**src/hw/rtl/ftrc_pkg.sv**
```systemverilog
// ----------------------------------------------------------------------------
// ftrc_pkg
// Shared types and constants of the file transfer request checker.
// ----------------------------------------------------------------------------
package ftrc_pkg;

  // Status codes of a judged request
  typedef enum logic [2:0] {
    ST_OK       = 3'd0,
    ST_LENGTH   = 3'd1,
    ST_RANGE    = 3'd2,
    ST_SESSION  = 3'd3,
    ST_SECURITY = 3'd4
  } status_t;

  // Request limits
  localparam int unsigned NAME_CAPACITY      = 64;
  localparam int unsigned MAX_REQUEST_LENGTH = 4095;

  localparam int unsigned COUNT_W   = 13;
  localparam logic [COUNT_W-1:0] COUNT_MAX = '1;

  // Mode accepted: add file (suppress bit masked off)
  localparam logic [6:0] MODE_ADD_FILE = 7'h01;

  // Positive response bytes around the block length
  localparam logic [7:0] RESP_FIRST  = 8'h01;
  localparam logic [7:0] RESP_SECOND = 8'h02;
  localparam logic [7:0] RESP_LAST   = 8'h00;

  // Response beats
  localparam logic [2:0] BEAT_FIRST  = 3'd0;
  localparam logic [2:0] BEAT_SECOND = 3'd1;
  localparam logic [2:0] BEAT_HIGH   = 3'd2;
  localparam logic [2:0] BEAT_LOW    = 3'd3;
  localparam logic [2:0] BEAT_LAST   = 3'd4;

  // Verdict queue
  localparam int unsigned QUEUE_DEPTH = 4;
  localparam int unsigned QPTR_W      = $clog2(QUEUE_DEPTH);
  localparam int unsigned QLVL_W      = $clog2(QUEUE_DEPTH + 1);

  // Register map
  localparam logic REG_MAX_BLOCK_LENGTH = 1'b0;
  localparam logic [15:0] MAX_BLOCK_LENGTH_RESET = 16'd4095;

  // Verdict of one request, from parser to responder
  typedef struct packed {
    logic    valid;
    status_t status;
  } verdict_t;

  // Queue status, from responder to parser
  typedef struct packed {
    logic [QLVL_W-1:0] level;
  } queue_status_t;

endpackage

```
**src/hw/rtl/ftrc_parse.sv**
```systemverilog
// ----------------------------------------------------------------------------
// ftrc_parse
// Request byte register, field capture and final-byte judgment.
// ----------------------------------------------------------------------------
module ftrc_parse (
  input  logic                   clk,
  input  logic                   rst,
  input  logic                   in_valid,
  output logic                   in_stall,
  input  logic [7:0]             request_byte,
  input  logic                   final_byte,
  input  logic                   programming_session,
  input  logic                   security_level_two,
  input  ftrc_pkg::queue_status_t queue_status,
  output ftrc_pkg::verdict_t     verdict
);

  // Input register
  logic       item;
  logic [7:0] req;
  logic       fin;
  logic       sess;
  logic       sec;

  // Request state
  logic [ftrc_pkg::COUNT_W-1:0] byte_count;
  logic [15:0]                  name_length;
  logic [7:0]                   mode_byte;
  logic [7:0]                   size_field_length;
  logic [31:0]                  uncompressed_size;
  logic [31:0]                  compressed_size;

  logic [ftrc_pkg::COUNT_W-1:0] byte_count_next;
  logic [15:0]                  name_length_next;
  logic [7:0]                   mode_byte_next;
  logic [7:0]                   size_field_length_next;
  logic [31:0]                  uncompressed_size_next;
  logic [31:0]                  compressed_size_next;

  logic                         fresh;
  logic [15:0]                  name_cur;
  logic [7:0]                   mode_cur;
  logic [7:0]                   sfl_cur;
  logic [31:0]                  usize_cur;
  logic [31:0]                  csize_cur;
  logic [ftrc_pkg::COUNT_W-1:0] q;
  logic [ftrc_pkg::COUNT_W-1:0] r;
  logic [ftrc_pkg::COUNT_W:0]   r_ext;
  logic [ftrc_pkg::COUNT_W:0]   usize_end;
  logic [ftrc_pkg::COUNT_W:0]   csize_end;
  logic [17:0]                  len;
  logic [17:0]                  n;
  logic [17:0]                  s2;
  logic [ftrc_pkg::QLVL_W:0]    pending;
  ftrc_pkg::status_t            status;

  // Hold off while every queue slot is taken or promised to the byte in flight
  assign pending  = {1'b0, queue_status.level} +
                    {{ftrc_pkg::QLVL_W{1'b0}}, item & fin};
  assign in_stall = (pending >= (ftrc_pkg::QLVL_W+1)'(ftrc_pkg::QUEUE_DEPTH));

  always_ff @(posedge clk) begin
    if (rst) begin
      item <= 1'b0;
    end else begin
      item <= in_valid & ~in_stall;
    end
    req  <= request_byte;
    fin  <= final_byte;
    sess <= programming_session;
    sec  <= security_level_two;
  end

  // Field capture; the first byte of a request starts from cleared state
  always_comb begin
    fresh     = (byte_count == '0);
    name_cur  = fresh ? '0 : name_length;
    mode_cur  = fresh ? '0 : mode_byte;
    sfl_cur   = fresh ? '0 : size_field_length;
    usize_cur = fresh ? '0 : uncompressed_size;
    csize_cur = fresh ? '0 : compressed_size;

    q         = byte_count - ftrc_pkg::COUNT_W'(4);
    r         = q - name_cur[ftrc_pkg::COUNT_W-1:0];
    r_ext     = {1'b0, r};
    usize_end = (ftrc_pkg::COUNT_W+1)'(2) + {6'b0, sfl_cur};
    csize_end = (ftrc_pkg::COUNT_W+1)'(2) + {5'b0, sfl_cur, 1'b0};

    name_length_next       = name_cur;
    mode_byte_next         = mode_cur;
    size_field_length_next = sfl_cur;
    uncompressed_size_next = usize_cur;
    compressed_size_next   = csize_cur;

    if (byte_count == ftrc_pkg::COUNT_W'(1)) begin
      mode_byte_next = req;
    end else if (byte_count == ftrc_pkg::COUNT_W'(2)) begin
      name_length_next = {req, name_cur[7:0]};
    end else if (byte_count == ftrc_pkg::COUNT_W'(3)) begin
      name_length_next = {name_cur[15:8], req};
    end else if (byte_count >= ftrc_pkg::COUNT_W'(4)) begin
      // filename bytes are only counted past; nothing downstream reads them
      if ({3'b0, q} >= name_cur) begin
        if (r == ftrc_pkg::COUNT_W'(1)) begin
          size_field_length_next = req;
        end else if (r_ext >= (ftrc_pkg::COUNT_W+1)'(2) && r_ext < usize_end) begin
          uncompressed_size_next = {usize_cur[23:0], req};
        end else if (r_ext >= usize_end && r_ext < csize_end) begin
          compressed_size_next = {csize_cur[23:0], req};
        end
      end
    end

    if (fin) begin
      byte_count_next = '0;
    end else if (byte_count == ftrc_pkg::COUNT_MAX) begin
      byte_count_next = byte_count;
    end else begin
      byte_count_next = byte_count + ftrc_pkg::COUNT_W'(1);
    end
  end

  // Judgment in request order, on the state that includes the final byte
  always_comb begin
    len = 18'(byte_count) + 18'd1;
    n   = {2'b0, name_length_next};
    s2  = {9'b0, size_field_length_next, 1'b0};

    if (byte_count == ftrc_pkg::COUNT_MAX ||
        len > 18'(ftrc_pkg::MAX_REQUEST_LENGTH)) begin
      status = ftrc_pkg::ST_LENGTH;
    end else if (len < 18'd4) begin
      status = ftrc_pkg::ST_LENGTH;
    end else if (len < n + 18'd4) begin
      status = ftrc_pkg::ST_LENGTH;
    end else if (n == '0 || n > 18'(ftrc_pkg::NAME_CAPACITY)) begin
      status = ftrc_pkg::ST_RANGE;
    end else if (mode_byte_next[6:0] != ftrc_pkg::MODE_ADD_FILE) begin
      status = ftrc_pkg::ST_RANGE;
    end else if (len <= n + 18'd6) begin
      status = ftrc_pkg::ST_LENGTH;
    end else if (size_field_length_next == 8'd0 || size_field_length_next > 8'd4) begin
      status = ftrc_pkg::ST_RANGE;
    end else if (len != n + 18'd6 + s2) begin
      status = ftrc_pkg::ST_LENGTH;
    end else if (uncompressed_size_next == '0 || compressed_size_next == '0) begin
      status = ftrc_pkg::ST_RANGE;
    end else if (!sess) begin
      status = ftrc_pkg::ST_SESSION;
    end else if (!sec) begin
      status = ftrc_pkg::ST_SECURITY;
    end else begin
      status = ftrc_pkg::ST_OK;
    end
  end

  assign verdict.valid  = item & fin;
  assign verdict.status = status;

  always_ff @(posedge clk) begin
    if (rst) begin
      byte_count        <= '0;
      name_length       <= '0;
      mode_byte         <= '0;
      size_field_length <= '0;
      uncompressed_size <= '0;
      compressed_size   <= '0;
    end else if (item) begin
      byte_count        <= byte_count_next;
      name_length       <= name_length_next;
      mode_byte         <= mode_byte_next;
      size_field_length <= size_field_length_next;
      uncompressed_size <= uncompressed_size_next;
      compressed_size   <= compressed_size_next;
    end
  end

endmodule

```
**src/hw/rtl/ftrc_resp.sv**
```systemverilog
// ----------------------------------------------------------------------------
// ftrc_resp
// Verdict queue and response sequencer with registered result output.
// ----------------------------------------------------------------------------
module ftrc_resp (
  input  logic                    clk,
  input  logic                    rst,
  input  ftrc_pkg::verdict_t      verdict,
  output ftrc_pkg::queue_status_t queue_status,
  input  logic [15:0]             max_block_length,
  output logic                    out_valid,
  input  logic                    out_stall,
  output logic [2:0]              status,
  output logic [7:0]              response_byte,
  output logic                    byte_present,
  output logic                    start_transfer,
  output logic                    final_result
);

  ftrc_pkg::status_t queue [ftrc_pkg::QUEUE_DEPTH];
  logic [ftrc_pkg::QPTR_W-1:0] wr_ptr;
  logic [ftrc_pkg::QPTR_W-1:0] rd_ptr;
  logic [ftrc_pkg::QLVL_W-1:0] level;
  logic [2:0]                  beat;

  ftrc_pkg::status_t head;
  logic              load;
  logic              pop;
  logic              push;
  logic [7:0]        byte_sel;
  logic              last_beat;

  assign head      = queue[rd_ptr];
  assign push      = verdict.valid;
  assign load      = (level != '0) && (!out_valid || !out_stall);
  assign last_beat = (head != ftrc_pkg::ST_OK) || (beat == ftrc_pkg::BEAT_LAST);
  assign pop       = load && last_beat;

  assign queue_status.level = level;

  always_comb begin
    case (beat)
      ftrc_pkg::BEAT_FIRST:  byte_sel = ftrc_pkg::RESP_FIRST;
      ftrc_pkg::BEAT_SECOND: byte_sel = ftrc_pkg::RESP_SECOND;
      ftrc_pkg::BEAT_HIGH:   byte_sel = max_block_length[15:8];
      ftrc_pkg::BEAT_LOW:    byte_sel = max_block_length[7:0];
      default:               byte_sel = ftrc_pkg::RESP_LAST;
    endcase
  end

  always_ff @(posedge clk) begin
    if (push) begin
      queue[wr_ptr] <= verdict.status;
    end
  end

  always_ff @(posedge clk) begin
    if (rst) begin
      wr_ptr <= '0;
      rd_ptr <= '0;
      level  <= '0;
      beat   <= ftrc_pkg::BEAT_FIRST;
    end else begin
      if (push) begin
        wr_ptr <= wr_ptr + 1'b1;
      end
      if (pop) begin
        rd_ptr <= rd_ptr + 1'b1;
      end
      level <= level + ftrc_pkg::QLVL_W'(push) - ftrc_pkg::QLVL_W'(pop);
      if (pop) begin
        beat <= ftrc_pkg::BEAT_FIRST;
      end else if (load) begin
        beat <= beat + 3'd1;
      end
    end
  end

  // Result register
  always_ff @(posedge clk) begin
    if (rst) begin
      out_valid <= 1'b0;
    end else if (load) begin
      out_valid <= 1'b1;
    end else if (!out_stall) begin
      out_valid <= 1'b0;
    end
    if (load) begin
      status         <= head;
      response_byte  <= (head == ftrc_pkg::ST_OK) ? byte_sel : 8'h00;
      byte_present   <= (head == ftrc_pkg::ST_OK);
      start_transfer <= (head == ftrc_pkg::ST_OK) && (beat == ftrc_pkg::BEAT_LAST);
      final_result   <= last_beat;
    end
  end

endmodule

```
**src/hw/rtl/file_transfer_request_checker_top.sv**
```systemverilog
// ----------------------------------------------------------------------------
// file_transfer_request_checker_top
// Path: a final request byte passes the input register, verdict queue and
//   result register. Throughput: one request byte per cycle unless in_stall,
//   one result per cycle unless out_stall; each accepted add-file request gives
//   five result transfers, paced by the output register and a four-entry queue.
// Reset (synchronous, active high): request state cleared, queue emptied,
//   max_block_length back to 4095.
// ----------------------------------------------------------------------------
module file_transfer_request_checker_top (
  input  logic        clk,
  input  logic        rst,

  // Configuration port
  input  logic        psel,
  input  logic        penable,
  input  logic        pwrite,
  input  logic [2:0]  paddr,
  input  logic [31:0] pwdata,
  output logic [31:0] prdata,
  output logic        pready,

  // Request byte channel
  input  logic        in_valid,
  output logic        in_stall,
  input  logic [7:0]  request_byte,
  input  logic        final_byte,
  input  logic        programming_session,
  input  logic        security_level_two,

  // Result channel
  output logic        out_valid,
  input  logic        out_stall,
  output logic [2:0]  status,
  output logic [7:0]  response_byte,
  output logic        byte_present,
  output logic        start_transfer,
  output logic        final_result
);

  logic [15:0]             max_block_length;
  logic                    cfg_write;
  ftrc_pkg::verdict_t      verdict;
  ftrc_pkg::queue_status_t queue_status;

  // Register file: one 16-bit register, word aligned
  assign pready    = 1'b1;
  assign cfg_write = psel & penable & pwrite & pready &
                     (paddr[2] == ftrc_pkg::REG_MAX_BLOCK_LENGTH);

  always_ff @(posedge clk) begin
    if (rst) begin
      max_block_length <= ftrc_pkg::MAX_BLOCK_LENGTH_RESET;
    end else if (cfg_write) begin
      max_block_length <= pwdata[15:0];
    end
  end

  // Read back the register at its address, zero elsewhere
  always_comb begin
    if (paddr[2] == ftrc_pkg::REG_MAX_BLOCK_LENGTH) begin
      prdata = {16'b0, max_block_length};
    end else begin
      prdata = '0;
    end
  end

  // Capture fields byte by byte and judge at the final byte
  ftrc_parse u_parse (
    .clk                 (clk),
    .rst                 (rst),
    .in_valid            (in_valid),
    .in_stall            (in_stall),
    .request_byte        (request_byte),
    .final_byte          (final_byte),
    .programming_session (programming_session),
    .security_level_two  (security_level_two),
    .queue_status        (queue_status),
    .verdict             (verdict)
  );

  // Queue verdicts and expand each into its result transfers
  ftrc_resp u_resp (
    .clk              (clk),
    .rst              (rst),
    .verdict          (verdict),
    .queue_status     (queue_status),
    .max_block_length (max_block_length),
    .out_valid        (out_valid),
    .out_stall        (out_stall),
    .status           (status),
    .response_byte    (response_byte),
    .byte_present     (byte_present),
    .start_transfer   (start_transfer),
    .final_result     (final_result)
  );

endmodule

```
**config.mk**
```make
export PLATFORM = sky130hd
export DESIGN_NAME = file_transfer_request_checker_top
export DESIGN_NICKNAME = d
export VERILOG_FILES = /design/src/hw/rtl/ftrc_pkg.sv /design/src/hw/rtl/ftrc_parse.sv /design/src/hw/rtl/ftrc_resp.sv /design/src/hw/rtl/file_transfer_request_checker_top.sv
export SDC_FILE = /design/constraint.sdc
export NUM_CORES = 1
export LEC_CHECK = 0
export ABC_AREA = 1
export BUFFER_PORTS_ARGS = -buffer_cell sky130_fd_sc_hd__buf_2
export CAP_MARGIN = 20
export CORE_UTILIZATION = 40
export CTS_CLUSTER_SIZE = 20
export DETAILED_ROUTE_END_ITERATION = 8
export PLACE_DENSITY = 0.54
export SLEW_MARGIN = 5
export SYNTH_ARGS = -nofsm -noshare
export SYNTH_HDL_FRONTEND = slang
export SYNTH_HIERARCHICAL = 1
export SYNTH_SLANG_ARGS = --single-unit
```
**constraint.sdc**
```tcl
create_clock -name clk -period 12.7 [get_ports clk]
set_input_delay 1.905 -clock clk [delete_from_list [all_inputs] [get_ports clk]]
set_output_delay 1.905 -clock clk [all_outputs]
set_load 0.03 [all_outputs]
```
Word level (Yosys, flattened, before mapping)
Memory sizes are Yosys's and may differ from the RTL's. A register that Yosys moved wholly into a read port is not among the register bits.
Cells that the tools add are included.
{"block": "op_classes", "addsub": 15, "n_mul": 0, "div_mod_pow": 0, "n_lt_le_gt_ge": 13, "eq_ne": 13, "shifts": 0, "n_mux": 51, "n_bitwise": 7, "reduce_logical": 24}
{"op": "two-way mux 32 bit", "count": 17}
{"op": "logical NOT 32 bit", "count": 2}
{"op": "two-way mux 16 bit", "count": 4}
{"op": "two-way mux 8 bit", "count": 8}
{"op": "adder 16 x 3 -> 17 bit (second input constant)", "count": 2}
{"op": "two-way mux 3 bit", "count": 11}
{"op": "case mux 8 bit (4 select lines)", "count": 1}
{"op": "< comparator 13 x 14 -> 1 bit", "count": 2}
{"op": "== test 13 x 1 -> 1 bit (second input constant)", "count": 2}
{"op": "== test 13 x 2 -> 1 bit (second input constant)", "count": 2}
{"op": "two-way mux 13 bit", "count": 2}
{"op": "adder 18 x 9 -> 18 bit", "count": 1}
{"op": "greater-than comparator 18 x 12 -> 1 bit (second input constant)", "count": 1}
{"op": "<= comparator 18 bit", "count": 1}
{"op": "< comparator 18 bit", "count": 1}
{"op": "< comparator 18 x 3 -> 1 bit (second input constant)", "count": 1}
{"op": "inequality test 18 bit", "count": 1}
{"op": ">= comparator 13 x 16 -> 1 bit", "count": 1}
{"op": "greater-than comparator 16 x 7 -> 1 bit (second input constant)", "count": 1}
{"op": "logical NOT 16 bit", "count": 1}
{"op": "adder 13 x 1 -> 14 bit (second input constant)", "count": 1}
{"op": ">= comparator 13 x 14 -> 1 bit", "count": 1}
{"op": "two-way mux 7 bit", "count": 2}
{"op": "adder 13 x 1 -> 13 bit (second input constant)", "count": 1}
{"op": "32 further kinds", "count": 56}
{"block": "word_totals", "register_bits": 161, "latchBits": 0, "ramBits": 12, "romBits": 0, "in_bits": 53, "out_inout_bits": 49, "elab_cells": 146, "memories": 1}
{"name": "u_resp.queue", "depth": 4, "word_bits": 3, "rd": 1, "rd_ports_with_merged_regs": 1, "write_ports": 1, "line": "ftrc_resp.sv:20", "rtl": "ftrc_pkg::status_t queue [ftrc_pkg::QUEUE_DEPTH];"}

Longest topological paths before layout
Gate-level depths: netlist of run 1.
{"block": "logic_depth", "word_depth": 24, "ltp_mapped": 49}

By module
Netlist of run 1, hierarchy kept.
{"mod": "ftrc_parse", "instances": 1, "cells_each": 1739, "area_per_inst_um2": 10639.0}
{"mod": "ftrc_resp", "instances": 1, "cells_each": 168, "area_per_inst_um2": 1739.2}
{"mod": "file_transfer_request_checker_top", "instances": 1, "cells_each": 137, "area_per_inst_um2": 948.4}

Least setup slack after synthesis of run 1
OpenSTA, ideal clock, no wires.
{"block": "synth_path", "kind": "register to register", "start": "register u_parse/byte_count[2] in the netlist's numbering", "end": "memory u_resp/queue[0][0] in the netlist's numbering, data pin", "setup_time_ps": 265, "t_arrival_ps": 5885, "t_required_ps": 12435, "setup_slack_ps": 6550, "stages_incl_launch_ff": 44, "path_buffers": 4, "cell_sequence": "dfxtp_1 inv_1 ha_1 nand2_1 nor2_1 nand2_2 buf_4 clkbuf_1 clkbuf_1 nand2_1 ha_1 nand2_1 inv_1 a21oi_1 nand3_1 nand2_1 nand2_1 nor2_1 [... 8 more ...] o21ai_0 a21oi_1 o21bai_1 nand2_1 o21ai_0 nand3_2 nor2_4 nand4_2 nor2_1 nand2_1 nand2_1 nand2_1 nor2_2 nand2_1 nand2_1 nand2_1 nand2_1 nand2_1"}
{"item": "start, declared", "line": "ftrc_parse.sv:26", "rtl": "logic [ftrc_pkg::COUNT_W-1:0] byte_count;"}
{"item": "start signal, assigned", "line": "ftrc_parse.sv:169", "rtl": "byte_count <= byte_count_next;"}
{"item": "end, declared", "line": "ftrc_resp.sv:20"}

==> results_tabular.tex, run 1 <==
\begin{tabular}{lr}
\hline
Metric & Value \\
\hline
\multicolumn{2}{l}{\textbf{Route}} \\
\quad Via Count & 12.4k \\
\quad Violation count after the first detailed-route iteration & 657 \\
\quad Routed wire length & 36,600 µm \\
\quad Detailed-route DRC error count & 0 \\
\quad Total iterations of the first detailed-routing run & 5 \\
\quad Number of routed nets with antenna violations & 0 \\
\quad Detail-routed net length per standard cell & 14.5 µm \\
\quad Post-DR vias/cell & 4.93 \\
\multicolumn{2}{l}{\textbf{Global routing}} \\
\quad Maximum number of pins on one net before global-route repair & 74 \\
\quad Vias in the first global route & 11.4k \\
\quad GR Util All Layers & 22.2\% \\
\quad Most heavily used metal layer in global routing & met2 \\
\quad Global-route wire length before repair & 59,100 µm \\
\quad Met1 Use GR & 30.3\% \\
\quad Initial antenna violation count & 0 \\
\quad Met2 demand-to-capacity share in global routing & 36.4\% \\
\quad Met3 usage in global routing & 2.98\% \\
\quad Remaining global-route overflow & 0 \\
\multicolumn{2}{l}{\textbf{Clock network}} \\
\quad Worst-Skew Late Latency & 0.45 ns \\
\quad Buffers from clock root to sink, at most & 2 \\
\quad PostCTS Resize Cnt & 0 \\
\quad Number of clock sinks seen by CTS & 175 \\
\quad Clock tree from TritonCTS & done \\
\quad CTS Root Cell & sky130\_fd\_sc\_hd\_\_clkbuf\_16 \\
\quad Number of buffers created by CTS & 17 \\
\quad Clock-pin slew on the worst setup and hold paths & 0.07 ns \\
\quad Number of H-tree levels & 4 \\
\quad Setup Fix Bufs, Post-CTS & 0 \\
\quad Post-cts hold buffer count & 0 \\
\multicolumn{2}{l}{\textbf{Die}} \\
\quad Initial standard-cell utilization of the core & 40.9\% \\
\quad Total die area & 0.0340 mm² \\
\quad Core box area & 0.0326 mm² \\
\quad Site Rows & 66 \\
\quad I/O pin count & 102 \\
\quad Die extent in x & 185 µm \\
\quad Chip height & 185 µm \\
\multicolumn{2}{l}{\textbf{Run status}} \\
\quad Outcome & finished, final reports clean \\
\multicolumn{2}{l}{\textbf{Synth}} \\
\quad Library cell with the largest summed area after synthesis & sky130\_fd\_sc\_hd\_\_dfxtp\_1 \\
\quad Proportion of register bits with asynchronous set or reset after synthesis & 0\% \\
\quad Average footprint of a synthesized cell & 6.52 µm² \\
\quad Predominant post-synthesis flop cell & sky130\_fd\_sc\_hd\_\_dfxtp\_1 \\
\quad Number of standard cells after synthesis & 2,044 \\
\quad Most frequent cells after synthesis & 462 x sky130\_fd\_sc\_hd\_\_nand2\_1, 340 x sky130\_fd\_sc\_hd\_\_inv\_1, 202 x sky130\_fd\_sc\_hd\_\_nor2\_1 \\
\quad Area of the mapped netlist & 0.0133 mm² \\
\quad Part of the Yosys area used for sequential elements & 28.2\% \\
\quad Post-synth EDFFs & 26 \\
\quad Cell with the most instances after synthesis & sky130\_fd\_sc\_hd\_\_nand2\_1 \\
\quad Yosys warns & 6 \\
\quad Leading post-synthesis cells by cell area & sky130\_fd\_sc\_hd\_\_dfxtp\_1 22\%, sky130\_fd\_sc\_hd\_\_nand2\_1 13\%, sky130\_fd\_sc\_hd\_\_inv\_1 9.6\%, sky130\_fd\_sc\_hd\_\_ha\_1 8.4\%, sky130\_fd\_sc\_hd\_\_o21ai\_0 5.9\% \\
\quad FF+latch count, synth & 175 \\
\quad Count of unique library cells instantiated by Yosys & 59 \\
\quad Yosys top cell area share & 22.4\% \\
\multicolumn{2}{l}{\textbf{Worst setup path}} \\
\quad Arr. time, crit path & 8.20 ns \\
\quad Worst-path cell with the longest stage delay & sky130\_fd\_sc\_hd\_\_o21ai\_0 \\
\quad Kind of end point of the critical path & flip-flop \\
\quad Cell type group with the largest total delay on the critical path & simple AND/OR/NAND/NOR gates \\
\quad Worst setup SP type & flip-flop \\
\quad CP Max Fanout & 63 \\
\quad Worst EP required & 12.97 ns \\
\quad Delay of the slowest cell on the worst path & 0.92 ns \\
\quad Cell seen most often among critical-path stages & sky130\_fd\_sc\_hd\_\_nand2\_1 \\
\quad Worst reg-to-reg setup slack & 4.77 ns \\
\quad Category of the most critical setup path & reg -> reg \\
\quad CP Buf/Inv Count & 4 \\
\multicolumn{2}{l}{\textbf{Timing}} \\
\quad Unrepaired setup endpoints after global routing & false \\
\quad Actual transition at the worst max-transition pin & 0.962 ns \\
\quad Max-slew violation total from the final report & 0 \\
\quad Final critical-path share of the clock period & 62.5\% \\
\quad Max Clk Rate & 0.126 GHz \\
\quad Total Neg Setup Slack & 0 ns \\
\quad Hold violation count in the final report & 0 \\
\quad Final Skew & 0.0128 ns \\
\quad Relative slew slack & 35.2\% \\
\quad Final setup violation count & 0 \\
\quad Final critical path time including I/O delays and setup & 7.93 ns \\
\multicolumn{2}{l}{\textbf{Final layout}} \\
\quad Synthesis-to-layout area growth & 8.81\% \\
\quad Count of antenna diodes in the layout & 0 \\
\quad Total number of nets in the final design & 2,212 \\
\quad Final cell area excluding filler cells & 0.0145 mm² \\
\quad Fraction of layout instances using a drive strength above 1 & 10.1\% \\
\multicolumn{2}{l}{\textbf{Placement}} \\
\quad Number of buffers added on ports & 66 \\
\quad HPWL reported at the end of detailed placement & 27,200 µm \\
\quad Cell Area, Placed & 0.0139 mm² \\
\quad Gpl congestion & 0.863 \\
\multicolumn{2}{l}{\textbf{Min path}} \\
\quad Worst min-delay path category & reg -> reg \\
\multicolumn{2}{l}{\textbf{Pwr}} \\
\quad Pwr/cell area & 116 mW/mm² \\
\quad Pleak & 0.00727 µW \\
\quad Peak supply drop & 0.000111 V \\
\multicolumn{2}{l}{\textbf{Job}} \\
\quad Max\_cap viols & 0 \\
\hline
\end{tabular}
[worst reg2reg max path: cells and delay by family, from the launching register on]
kind | cells | cell delay (ns)
buf+inv | 4 | 0.95
compound gates | 7 | 2.29
flops | 1 | 0.47
fa+ha+maj | 3 | 1.13
simple gates | 25 | 2.94
[layout by cell type, fill, tap and decap left out, drive strengths merged, types with 46 or more instances in the layout]
master and n:
buf 77, o21ai 170, xor2 46, a21oi 129, dfxtp 149, nand4 52, ha 90, inv 354
nand3 119, nor2 223, nand2 499
[final timing paths]
check                                     start                       endpoint  cells past startpoint
setup / recovery          u_parse/byte_count[2]             u_resp/queue[2][1]                     39
hold / removal    u_parse/uncompressed_size[18]  u_parse/uncompressed_size[18]                      2
setup reg to reg          u_parse/byte_count[2]             u_resp/queue[2][1]                     39
hold reg to reg   u_parse/uncompressed_size[18]  u_parse/uncompressed_size[18]                      2
[cells by family (layout without fill, tap and decap cells)]
kind of cell               Yosys count  after routing  share of synthesized area, %
AOI/OAI and AO/OA                  344            344                          14.3
xor gates and xnor gates            51             51                          3.35
muxes                                1              1                        0.0845
adders and majority gates           93             93                          8.90
buffers and inverters              439            459                          13.4
DFF                                175            175                          28.2
and+or+nand+nor                    939            939                          31.6
other                                2             17                        0.0564
[stage by stage]
stage                     setup slack [ns]  hold WS (ns)  utilization (%)  total power (µW)  cells
final                                 4.77         0.479             44.5              1680   2521
after global routing                  3.91         0.508             44.5              1790   2521
after CTS                             4.78         0.485             44.4              1700   2520
after detailed placement              4.82         0.467             42.5              1150   2488
after global placement                4.88         0.459             42.5              1140   2488
after floorplan                       6.55         0.448                -              1030   2059
[layer usage]
layer / wire (µm) / vias up
li1: - / 6547
met4: 503 / 0
met3: 1530 / 27
met5: 0 / -
met2: 16400 / 263
met1: 18200 / 5597
[power breakdown]
group / leakage, µW / internal (µW) / total [µW] / switching, µW
combinational: 0.00552 / 134 / 445 / 311
sequential: 0.00146 / 647 / 693 / 45.6
clock: 0.000292 / 296 / 542 / 247
total: 0.00727 / 1080 / 1680 / 603
[final cells by class]
class	instances	area, µm²
fillers	3496	18100
well taps	442	553
clock inverters	12	139
inverters	350	1320
clock buffers	20	468
repair buffers	77	425
multi-input cells	1445	7830
flip-flops and latches	175	3770
[state kept, by name, indices dropped and copies added (netlist names), 2 cells and up, named ones only]
| name | count |
|---|---|
| u_resp/wr_ptr | 2 |
| u_resp/status | 3 |
| u_parse/req | 8 |
| u_parse/compressed_size | 32 |
| u_parse/size_field_length | 8 |
| u_resp/rd_ptr | 2 |
| u_resp/response_byte | 8 |
| u_resp/queue_status | 3 |
| max_block_length | 16 |
| u_parse/mode_byte | 7 |
| u_resp/beat | 3 |
| u_parse/name_length | 16 |
| u_parse/uncompressed_size | 32 |
| u_parse/byte_count | 13 |
| u_resp/queue | 12 |
Power figures use the tool's default switching activity.
==> inputs of run 2 (changes only) <==
Settings changed: ABC_AREA 1 to 0.
Clock period 12.7 ns to 7.5 ns, I/O delays scaled along.
==> run 2 against run 1 <==
  * Largest power group unchanged
  * Worst hold slack lost 0.019 ns
  * Design area decreased by 7.3%
  * Core utilization is 0.91 points higher
  * Die area decreased by 9.5%
  * Count of clock-buffer cells in the layout decreased by 2
  * Synthesized cell count decreased by 30%
  * Largest cell class unchanged
  * Via count fell by 16%
  * Sequential share of layout area up 2.0 points
  * Synthesized area down 9.6%
  * Power grew 52%
  * Global-route usage is 0.11 points higher
  * First-iteration DRC count increased by 19%
==> results_tabular.tex, run 2 <==
\begin{tabular}{lr}
\hline
Metric & Value \\
\hline
\multicolumn{2}{l}{\textbf{Run status}} \\
\quad Outcome & finished, final reports clean \\
\multicolumn{2}{l}{\textbf{Global routing}} \\
\quad Vias in the first global route & 9,832 \\
\quad Initial antenna violation count & 0 \\
\quad Remaining global-route overflow & 0 \\
\quad Global-route wire length before repair & 54,000 µm \\
\quad Maximum number of pins on one net before global-route repair & 83 \\
\quad GR Util All Layers & 22.3\% \\
\multicolumn{2}{l}{\textbf{Pwr}} \\
\quad Share of total power in sequential cells & 42.8\% \\
\quad Internal power of the cells & 1750 µW \\
\quad Clock network fraction of total power & 38.1\% \\
\quad Net switching power figure & 803 µW \\
\quad Share of total power consumed by net switching & 31.5\% \\
\quad Relative contribution of combinational cells to total power & 19.1\% \\
\quad Pleak & 0.00521 µW \\
\quad Peak supply drop & 0.000162 V \\
\quad Pwr/cell area & 190 mW/mm² \\
\multicolumn{2}{l}{\textbf{Worst setup path}} \\
\quad Worst EP required & 7.68 ns \\
\quad Delay of the slowest cell on the worst path & 0.58 ns \\
\quad Arr. time, crit path & 7.23 ns \\
\quad CP Buf/Inv Count & 3 \\
\quad Kind of end point of the critical path & flip-flop \\
\quad Worst-path cell with the longest stage delay & sky130\_fd\_sc\_hd\_\_or4\_1 \\
\quad Worst setup SP type & flip-flop \\
\quad Category of the most critical setup path & reg -> reg \\
\quad Cell type group with the largest total delay on the critical path & simple AND/OR/NAND/NOR gates \\
\quad CP Max Fanout & 12 \\
\multicolumn{2}{l}{\textbf{Final layout}} \\
\quad Registers with the most flip-flops & u\_parse/compressed\_size x32, u\_parse/uncompressed\_size x32 \\
\quad Filler cells & 2,933 \\
\quad Total number of nets in the final design & 1,617 \\
\quad Area of the multi-input gates & 0.00767 mm² \\
\quad Synthesis-to-layout area growth & 11.6\% \\
\quad Count of antenna diodes in the layout & 0 \\
\quad Flip-flop and latch area & 0.00376 mm² \\
\quad Most common cell after layout, fill and taps aside & sky130\_fd\_sc\_hd\_\_nor2\_1 \\
\quad Most frequent cells in the layout & 174 x sky130\_fd\_sc\_hd\_\_nor2\_1, 148 x sky130\_fd\_sc\_hd\_\_dfxtp\_1, 119 x sky130\_fd\_sc\_hd\_\_nand2\_1 \\
\quad Fraction of layout instances using a drive strength above 1 & 14.4\% \\
\multicolumn{2}{l}{\textbf{Synth}} \\
\quad Adder-cell share of the synthesized area & 9.85\% \\
\quad Area of the mapped netlist & 0.0120 mm² \\
\quad Yosys warns & 6 \\
\quad Area fraction in and, or, nand and nor cells after synthesis & 25.0\% \\
\quad Leading post-synthesis cells by cell area & sky130\_fd\_sc\_hd\_\_dfxtp\_1 25\%, sky130\_fd\_sc\_hd\_\_ha\_1 9.3\%, sky130\_fd\_sc\_hd\_\_edfxtp\_1 6.5\%, sky130\_fd\_sc\_hd\_\_nor2\_1 5.4\%, sky130\_fd\_sc\_hd\_\_a22oi\_1 3.8\% \\
\quad Area fraction in compound gates after synthesis & 17.5\% \\
\quad Proportion of register bits with asynchronous set or reset after synthesis & 0\% \\
\quad Mux contribution to synthesized area & 4.09\% \\
\quad Average footprint of a synthesized cell & 8.46 µm² \\
\quad Count of unique library cells instantiated by Yosys & 102 \\
\quad Cell with the most instances after synthesis & sky130\_fd\_sc\_hd\_\_nor2\_1 \\
\quad Part of the Yosys area used for sequential elements & 31.2\% \\
\quad Largest family of logic cells by synthesized area & simple AND/OR/NAND/NOR gates \\
\quad Predominant post-synthesis flop cell & sky130\_fd\_sc\_hd\_\_dfxtp\_1 \\
\quad Yosys top cell area share & 24.8\% \\
\quad Number of standard cells after synthesis & 1,423 \\
\quad Xor/xnor share of the synthesized area & 6.32\% \\
\quad Post-synth EDFFs & 26 \\
\quad Most frequent cells after synthesis & 174 x sky130\_fd\_sc\_hd\_\_nor2\_1, 149 x sky130\_fd\_sc\_hd\_\_dfxtp\_1, 119 x sky130\_fd\_sc\_hd\_\_nand2\_1 \\
\quad Library cell with the largest summed area after synthesis & sky130\_fd\_sc\_hd\_\_dfxtp\_1 \\
\quad FF+latch count, synth & 175 \\
\multicolumn{2}{l}{\textbf{Route}} \\
\quad Detail-routed net length per standard cell & 18.0 µm \\
\quad Routed wire length & 33,700 µm \\
\quad Violation count after the first detailed-route iteration & 779 \\
\quad Number of routed nets with antenna violations & 0 \\
\quad Total iterations of the first detailed-routing run & 6 \\
\quad Detailed-route DRC error count & 0 \\
\quad Post-DR vias/cell & 5.55 \\
\quad Via Count & 10.4k \\
\multicolumn{2}{l}{\textbf{Min path}} \\
\quad Worst min-delay path category & reg -> reg \\
\multicolumn{2}{l}{\textbf{Die}} \\
\quad I/O pin count & 102 \\
\quad Total die area & 0.0308 mm² \\
\quad Core box area & 0.0296 mm² \\
\quad Chip height & 176 µm \\
\quad Site Rows & 63 \\
\quad Initial standard-cell utilization of the core & 40.6\% \\
\quad Die extent in x & 176 µm \\
\multicolumn{2}{l}{\textbf{Timing}} \\
\quad Final setup violation count & 0 \\
\quad Max-slew violation total from the final report & 0 \\
\quad Actual transition at the worst max-transition pin & 0.980 ns \\
\quad Final critical path time including I/O delays and setup & 7.05 ns \\
\quad Unrepaired setup endpoints after global routing & false \\
\quad Worst hold slack & 0.460 ns \\
\quad Final critical-path share of the clock period & 94.0\% \\
\quad Relative slew slack & 34.6\% \\
\quad Total Neg Setup Slack & 0 ns \\
\quad Final Skew & 0.0126 ns \\
\quad Max Clk Rate & 0.142 GHz \\
\quad Hold violation count in the final report & 0 \\
\multicolumn{2}{l}{\textbf{Clock network}} \\
\quad Number of H-tree levels & 4 \\
\quad Number of buffers created by CTS & 17 \\
\quad Number of clock sinks seen by CTS & 175 \\
\quad Worst-Skew Late Latency & 0.44 ns \\
\quad Clock tree from TritonCTS & done \\
\quad Buffers from clock root to sink, at most & 2 \\
\quad CTS Root Cell & sky130\_fd\_sc\_hd\_\_clkbuf\_16 \\
\quad Clock-pin slew on the worst setup and hold paths & 0.08 ns \\
\multicolumn{2}{l}{\textbf{Placement}} \\
\quad Gpl congestion & 0.869 \\
\quad HPWL reported at the end of detailed placement & 25,000 µm \\
\quad Number of buffers added on ports & 66 \\
\multicolumn{2}{l}{\textbf{Job}} \\
\quad Max\_cap viols & 0 \\
\hline
\end{tabular}
-- run 2: cell count changes in the layout (fill, tap and decap cells not counted), sizes merged, moves of 48 or more --
cell and change:
nand3 -65, nand2 -379, inv -295, nor2 -48, o21ai -132, a22oi +61
-- run 2: area by class of cell --
type                       instances  area share (%)
clock buffer                      18            3.27
clock inverter                    14            1.42
inverter                          51            1.42
multi-input combinational       1112            57.1
sequential                       175            28.0
tap                              390            3.63
timing repair buffer             114            5.18
-- run 2: per-stage QoR --
| step | power, µW | utilization (%) | setup WS (ns) | instances | cell area [µm²] |
|---|---|---|---|---|---|
| 2_1_floorplan | 1470 | - | 0.0714 | 1438 | 12100 |
| 3_3_place_gp | 1590 | 43.1 | 0.0958 | 1841 | 12800 |
| 3_5_place_dp | 1600 | 43.1 | 0.0285 | 1841 | 12800 |
| 4_1_cts | 2580 | 45.2 | 0.0826 | 1873 | 13400 |
| 5_1_grt | 2670 | 45.4 | 0.0133 | 1874 | 13400 |
| 6_report | 2550 | 45.4 | 0.449 | 1874 | 13400 |
-- run 2: power groups by stage --
stage	sequential, µW	clock, µW	combinational (µW)
final	1090	972	487
after global routing	1100	1030	536
after CTS	1090	996	489
after detailed placement	1110	0	487
after global placement	1110	0	480
after floorplan	1170	0	298
-- run 2: worst paths after layout --
path	start	end	slack, ns	cells past startpoint
worst min-delay path	u_parse/compressed_size[31]	u_parse/compressed_size[31]	0.46	2
worst max-delay path	u_parse/byte_count[3]	u_resp/queue[3][0]	0.45	27
worst max register to register	u_parse/byte_count[3]	u_resp/queue[3][0]	0.45	27
worst min register to register	u_parse/compressed_size[31]	u_parse/compressed_size[31]	0.46	2
-- run 2: timing repair --
| action | CTS | global route |
|---|---|---|
| gates resized for setup | 1 | 6 |
| pin swaps | 0 | 2 |
| hold buffers | 0 | 0 |
| setup endpoints to repair | 4 | 12 |
| setup buffers | 0 | 1 |
| hold endpoints to repair | 0 | 0 |
-- run 2: worst min-delay path, delay by kind of cell (launching register included) --
family,cells,cell delay (ns)
and+or+nand+nor,1,0.05
DFF,1,0.31
AOI/OAI and AO/OA,1,0.05
-- run 2: kinds of logic (layout without fill, tap and decap cells) --
| kind of cell | after synthesis | count (layout) |
|---|---|---|
| buffers and inverters | 151 | 197 |
| AO/OA/AOI/OAI | 304 | 304 |
| flip-flops | 175 | 175 |
| AND/OR/NAND/NOR | 572 | 572 |
| adder cells (fa/ha/maj) | 93 | 93 |
| other | 2 | 17 |
| XOR/XNOR | 82 | 82 |
| multiplexers | 44 | 44 |
-- run 2: routing by layer --
layer | global-route usage [%] | wire length [µm] | vias up
met4 | 6.23 | 655 | 0
met2 | 34.8 | 15000 | 274
met1 | 31.4 | 16300 | 4925
met5 | 0 | 0 | -
li1 | - | - | 5173
met3 | 3.81 | 1670 | 33
==> inputs of run 3 (changes only) <==
==> constraint.sdc (replaced) <==
create_clock -name clk -period 7.5 [get_ports clk]
set_input_delay 2.25 -clock clk [delete_from_list [all_inputs] [get_ports clk]]
set_output_delay 2.25 -clock clk [all_outputs]
set_load 0.03 [all_outputs]
==> run 3 against run 2 <==
  * Core utilization rose by 0.12 points
  * Critical path depth fell by 1
  * Final cell count rose by 0.21%
  * Critical path type unchanged
  * Largest cell class unchanged
  * Highest routed layer unchanged
==> results_tabular.tex, run 3 (same netlist as run 2, synthesis figures left out) <==
\begin{tabular}{lr}
\hline
Metric & Value \\
\hline
\multicolumn{2}{l}{\textbf{Run status}} \\
\quad Outcome & finished, final reports clean \\
\multicolumn{2}{l}{\textbf{Die}} \\
\quad Die extent in x & 176 µm \\
\quad Initial standard-cell utilization of the core & 40.6\% \\
\quad Site Rows & 63 \\
\quad Total die area & 0.0308 mm² \\
\quad Core box area & 0.0296 mm² \\
\quad I/O pin count & 102 \\
\quad Chip height & 176 µm \\
\multicolumn{2}{l}{\textbf{Global routing}} \\
\quad Maximum number of pins on one net before global-route repair & 81 \\
\quad Vias in the first global route & 9,844 \\
\quad GR Util All Layers & 22.7\% \\
\quad Global-route wire length before repair & 54,500 µm \\
\quad Initial antenna violation count & 0 \\
\quad Remaining global-route overflow & 0 \\
\multicolumn{2}{l}{\textbf{Pwr}} \\
\quad Pwr/cell area & 187 mW/mm² \\
\quad Pleak & 0.00522 µW \\
\quad Tot Pwr & 2530 µW \\
\quad Peak supply drop & 0.000166 V \\
\multicolumn{2}{l}{\textbf{Worst setup path}} \\
\quad Worst-path cell with the longest stage delay & sky130\_fd\_sc\_hd\_\_or4\_1 \\
\quad Category of the most critical setup path & reg -> reg \\
\quad CP Max Fanout & 4 \\
\quad CP Buf/Inv Count & 1 \\
\quad Delay of the slowest cell on the worst path & 0.59 ns \\
\quad Worst setup SP type & flip-flop \\
\quad Worst EP required & 7.71 ns \\
\quad Cell type group with the largest total delay on the critical path & simple AND/OR/NAND/NOR gates \\
\quad Timing startpoint of the critical path & u\_parse/byte\_count[0] \\
\quad Critical R2R Launch & u\_parse/byte\_count[0] \\
\quad Arr. time, crit path & 7.40 ns \\
\quad Kind of end point of the critical path & flip-flop \\
\quad Cell seen most often among critical-path stages & sky130\_fd\_sc\_hd\_\_ha\_1 \\
\multicolumn{2}{l}{\textbf{Route}} \\
\quad Violation count after the first detailed-route iteration & 806 \\
\quad Via Count & 10.5k \\
\quad Total iterations of the first detailed-routing run & 5 \\
\quad Detail-routed net length per standard cell & 18.3 µm \\
\quad Number of routed nets with antenna violations & 0 \\
\quad Routed wire length & 34,300 µm \\
\quad Detailed-route DRC error count & 0 \\
\quad Post-DR vias/cell & 5.60 \\
\multicolumn{2}{l}{\textbf{Clock network}} \\
\quad Number of clock sinks seen by CTS & 175 \\
\quad Number of H-tree levels & 4 \\
\quad Worst-Skew Late Latency & 0.45 ns \\
\quad Buffers from clock root to sink, at most & 2 \\
\quad CTS Root Cell & sky130\_fd\_sc\_hd\_\_clkbuf\_16 \\
\quad Clock tree from TritonCTS & done \\
\quad Clock-pin slew on the worst setup and hold paths & 0.08 ns \\
\quad Post-cts hold buffer count & 0 \\
\quad Number of buffers created by CTS & 17 \\
\multicolumn{2}{l}{\textbf{Placement}} \\
\quad Dpl ws & -0.00965 ns \\
\quad HPWL reported at the end of detailed placement & 25,400 µm \\
\quad Gpl congestion & 0.884 \\
\quad Number of buffers added on ports & 66 \\
\quad Cell Area, Placed & 0.0128 mm² \\
\multicolumn{2}{l}{\textbf{Timing}} \\
\quad Relative slew slack & 35.5\% \\
\quad Actual transition at the worst max-transition pin & 0.967 ns \\
\quad Final WS setup & 0.313 ns \\
\quad Hold violation count in the final report & 0 \\
\quad Final critical path time including I/O delays and setup & 7.19 ns \\
\quad Final setup violation count & 0 \\
\quad Unrepaired setup endpoints after global routing & true \\
\quad Max-slew violation total from the final report & 0 \\
\quad Max Clk Rate & 0.139 GHz \\
\quad Final critical-path share of the clock period & 95.8\% \\
\quad Final Skew & 0.0120 ns \\
\multicolumn{2}{l}{\textbf{Final layout}} \\
\quad Fraction of layout instances using a drive strength above 1 & 14.9\% \\
\quad Filler cells & 2,972 \\
\quad Most common cell after layout, fill and taps aside & sky130\_fd\_sc\_hd\_\_nor2\_1 \\
\quad Registers with the most flip-flops & u\_parse/compressed\_size x32, u\_parse/uncompressed\_size x32 \\
\quad Synthesis-to-layout area growth & 11.9\% \\
\quad Count of antenna diodes in the layout & 0 \\
\quad Most frequent cells in the layout & 174 x sky130\_fd\_sc\_hd\_\_nor2\_1, 148 x sky130\_fd\_sc\_hd\_\_dfxtp\_1, 119 x sky130\_fd\_sc\_hd\_\_nand2\_1 \\
\quad Total number of nets in the final design & 1,621 \\
\quad Final cell area excluding filler cells & 0.0135 mm² \\
\multicolumn{2}{l}{\textbf{Min path}} \\
\quad Startpoint of the tightest hold check path & u\_parse/compressed\_size[31] \\
\quad Worst min-delay path category & reg -> reg \\
\multicolumn{2}{l}{\textbf{Job}} \\
\quad Max\_cap viols & 0 \\
\hline
\end{tabular}
==> run 3: worst register-to-register path: cells and delay by family (launching register included) <==
kind	cells	cell delay [ns]
and+or+nand+nor	10	2.72
AOI/OAI and AO/OA	6	1.59
adders and majority gates	5	1.50
muxes	1	0.42
xor gates and xnor gates	3	0.35
DFF	1	0.32
buffers and inverters	1	0.08
==> run 3: final timing paths <==
kind,end,slack [ns],cells past startpoint
setup / recovery,u_resp/queue[1][2],0.31,26
setup reg to reg,u_resp/queue[1][2],0.31,26
hold reg to reg,u_parse/compressed_size[31],0.46,2
hold / removal,u_parse/compressed_size[31],0.46,2
==> run 3: power by group <==
part	switching (µW)	total [µW]	internal [µW]
registers	56.1	1090	1040
logic	326	490	164
clock network	434	943	509
==> run 3: routing by layer <==
| metal | global-route usage [%] | vias up | wire, µm |
|---|---|---|---|
| li1 | - | 5175 | - |
| met2 | 35.3 | 302 | 15300 |
| met5 | 0 | - | 0 |
| met4 | 8.44 | 0 | 960 |
| met1 | 31.5 | 4987 | 16300 |
| met3 | 3.53 | 52 | 1710 |
==> run 3: timing repair <==
action | 4_1_cts | 5_1_grt
pin swaps | 0 | 2
gates resized for setup | 1 | 6
cloned | 0 | 0
setup buffers | 0 | 0
endpoints found under the setup margin | 4 | 12
==> run 3: final cells by class <==
type | instances | area [µm²] | area share [%]
clock buffer | 17 | 425 | 3.16
tap | 390 | 488 | 3.62
inverter | 51 | 191 | 1.42
multi-input combinational | 1112 | 7690 | 57.0
timing repair buffer | 118 | 723 | 5.37
sequential | 175 | 3760 | 27.9
clock inverter | 15 | 200 | 1.49
==> run 3: per-stage QoR <==
stage               std cells  utilization [%]  hold WS (ns)  TNS, ns
floorplan                1438                -         0.432        0
global placement         1846             43.2         0.440        0
detailed placement       1846             43.2         0.451  -0.0385
CTS                      1878             45.3         0.463        0
global route             1878             45.5         0.489  -0.0841
finish                   1878             45.5         0.461        0
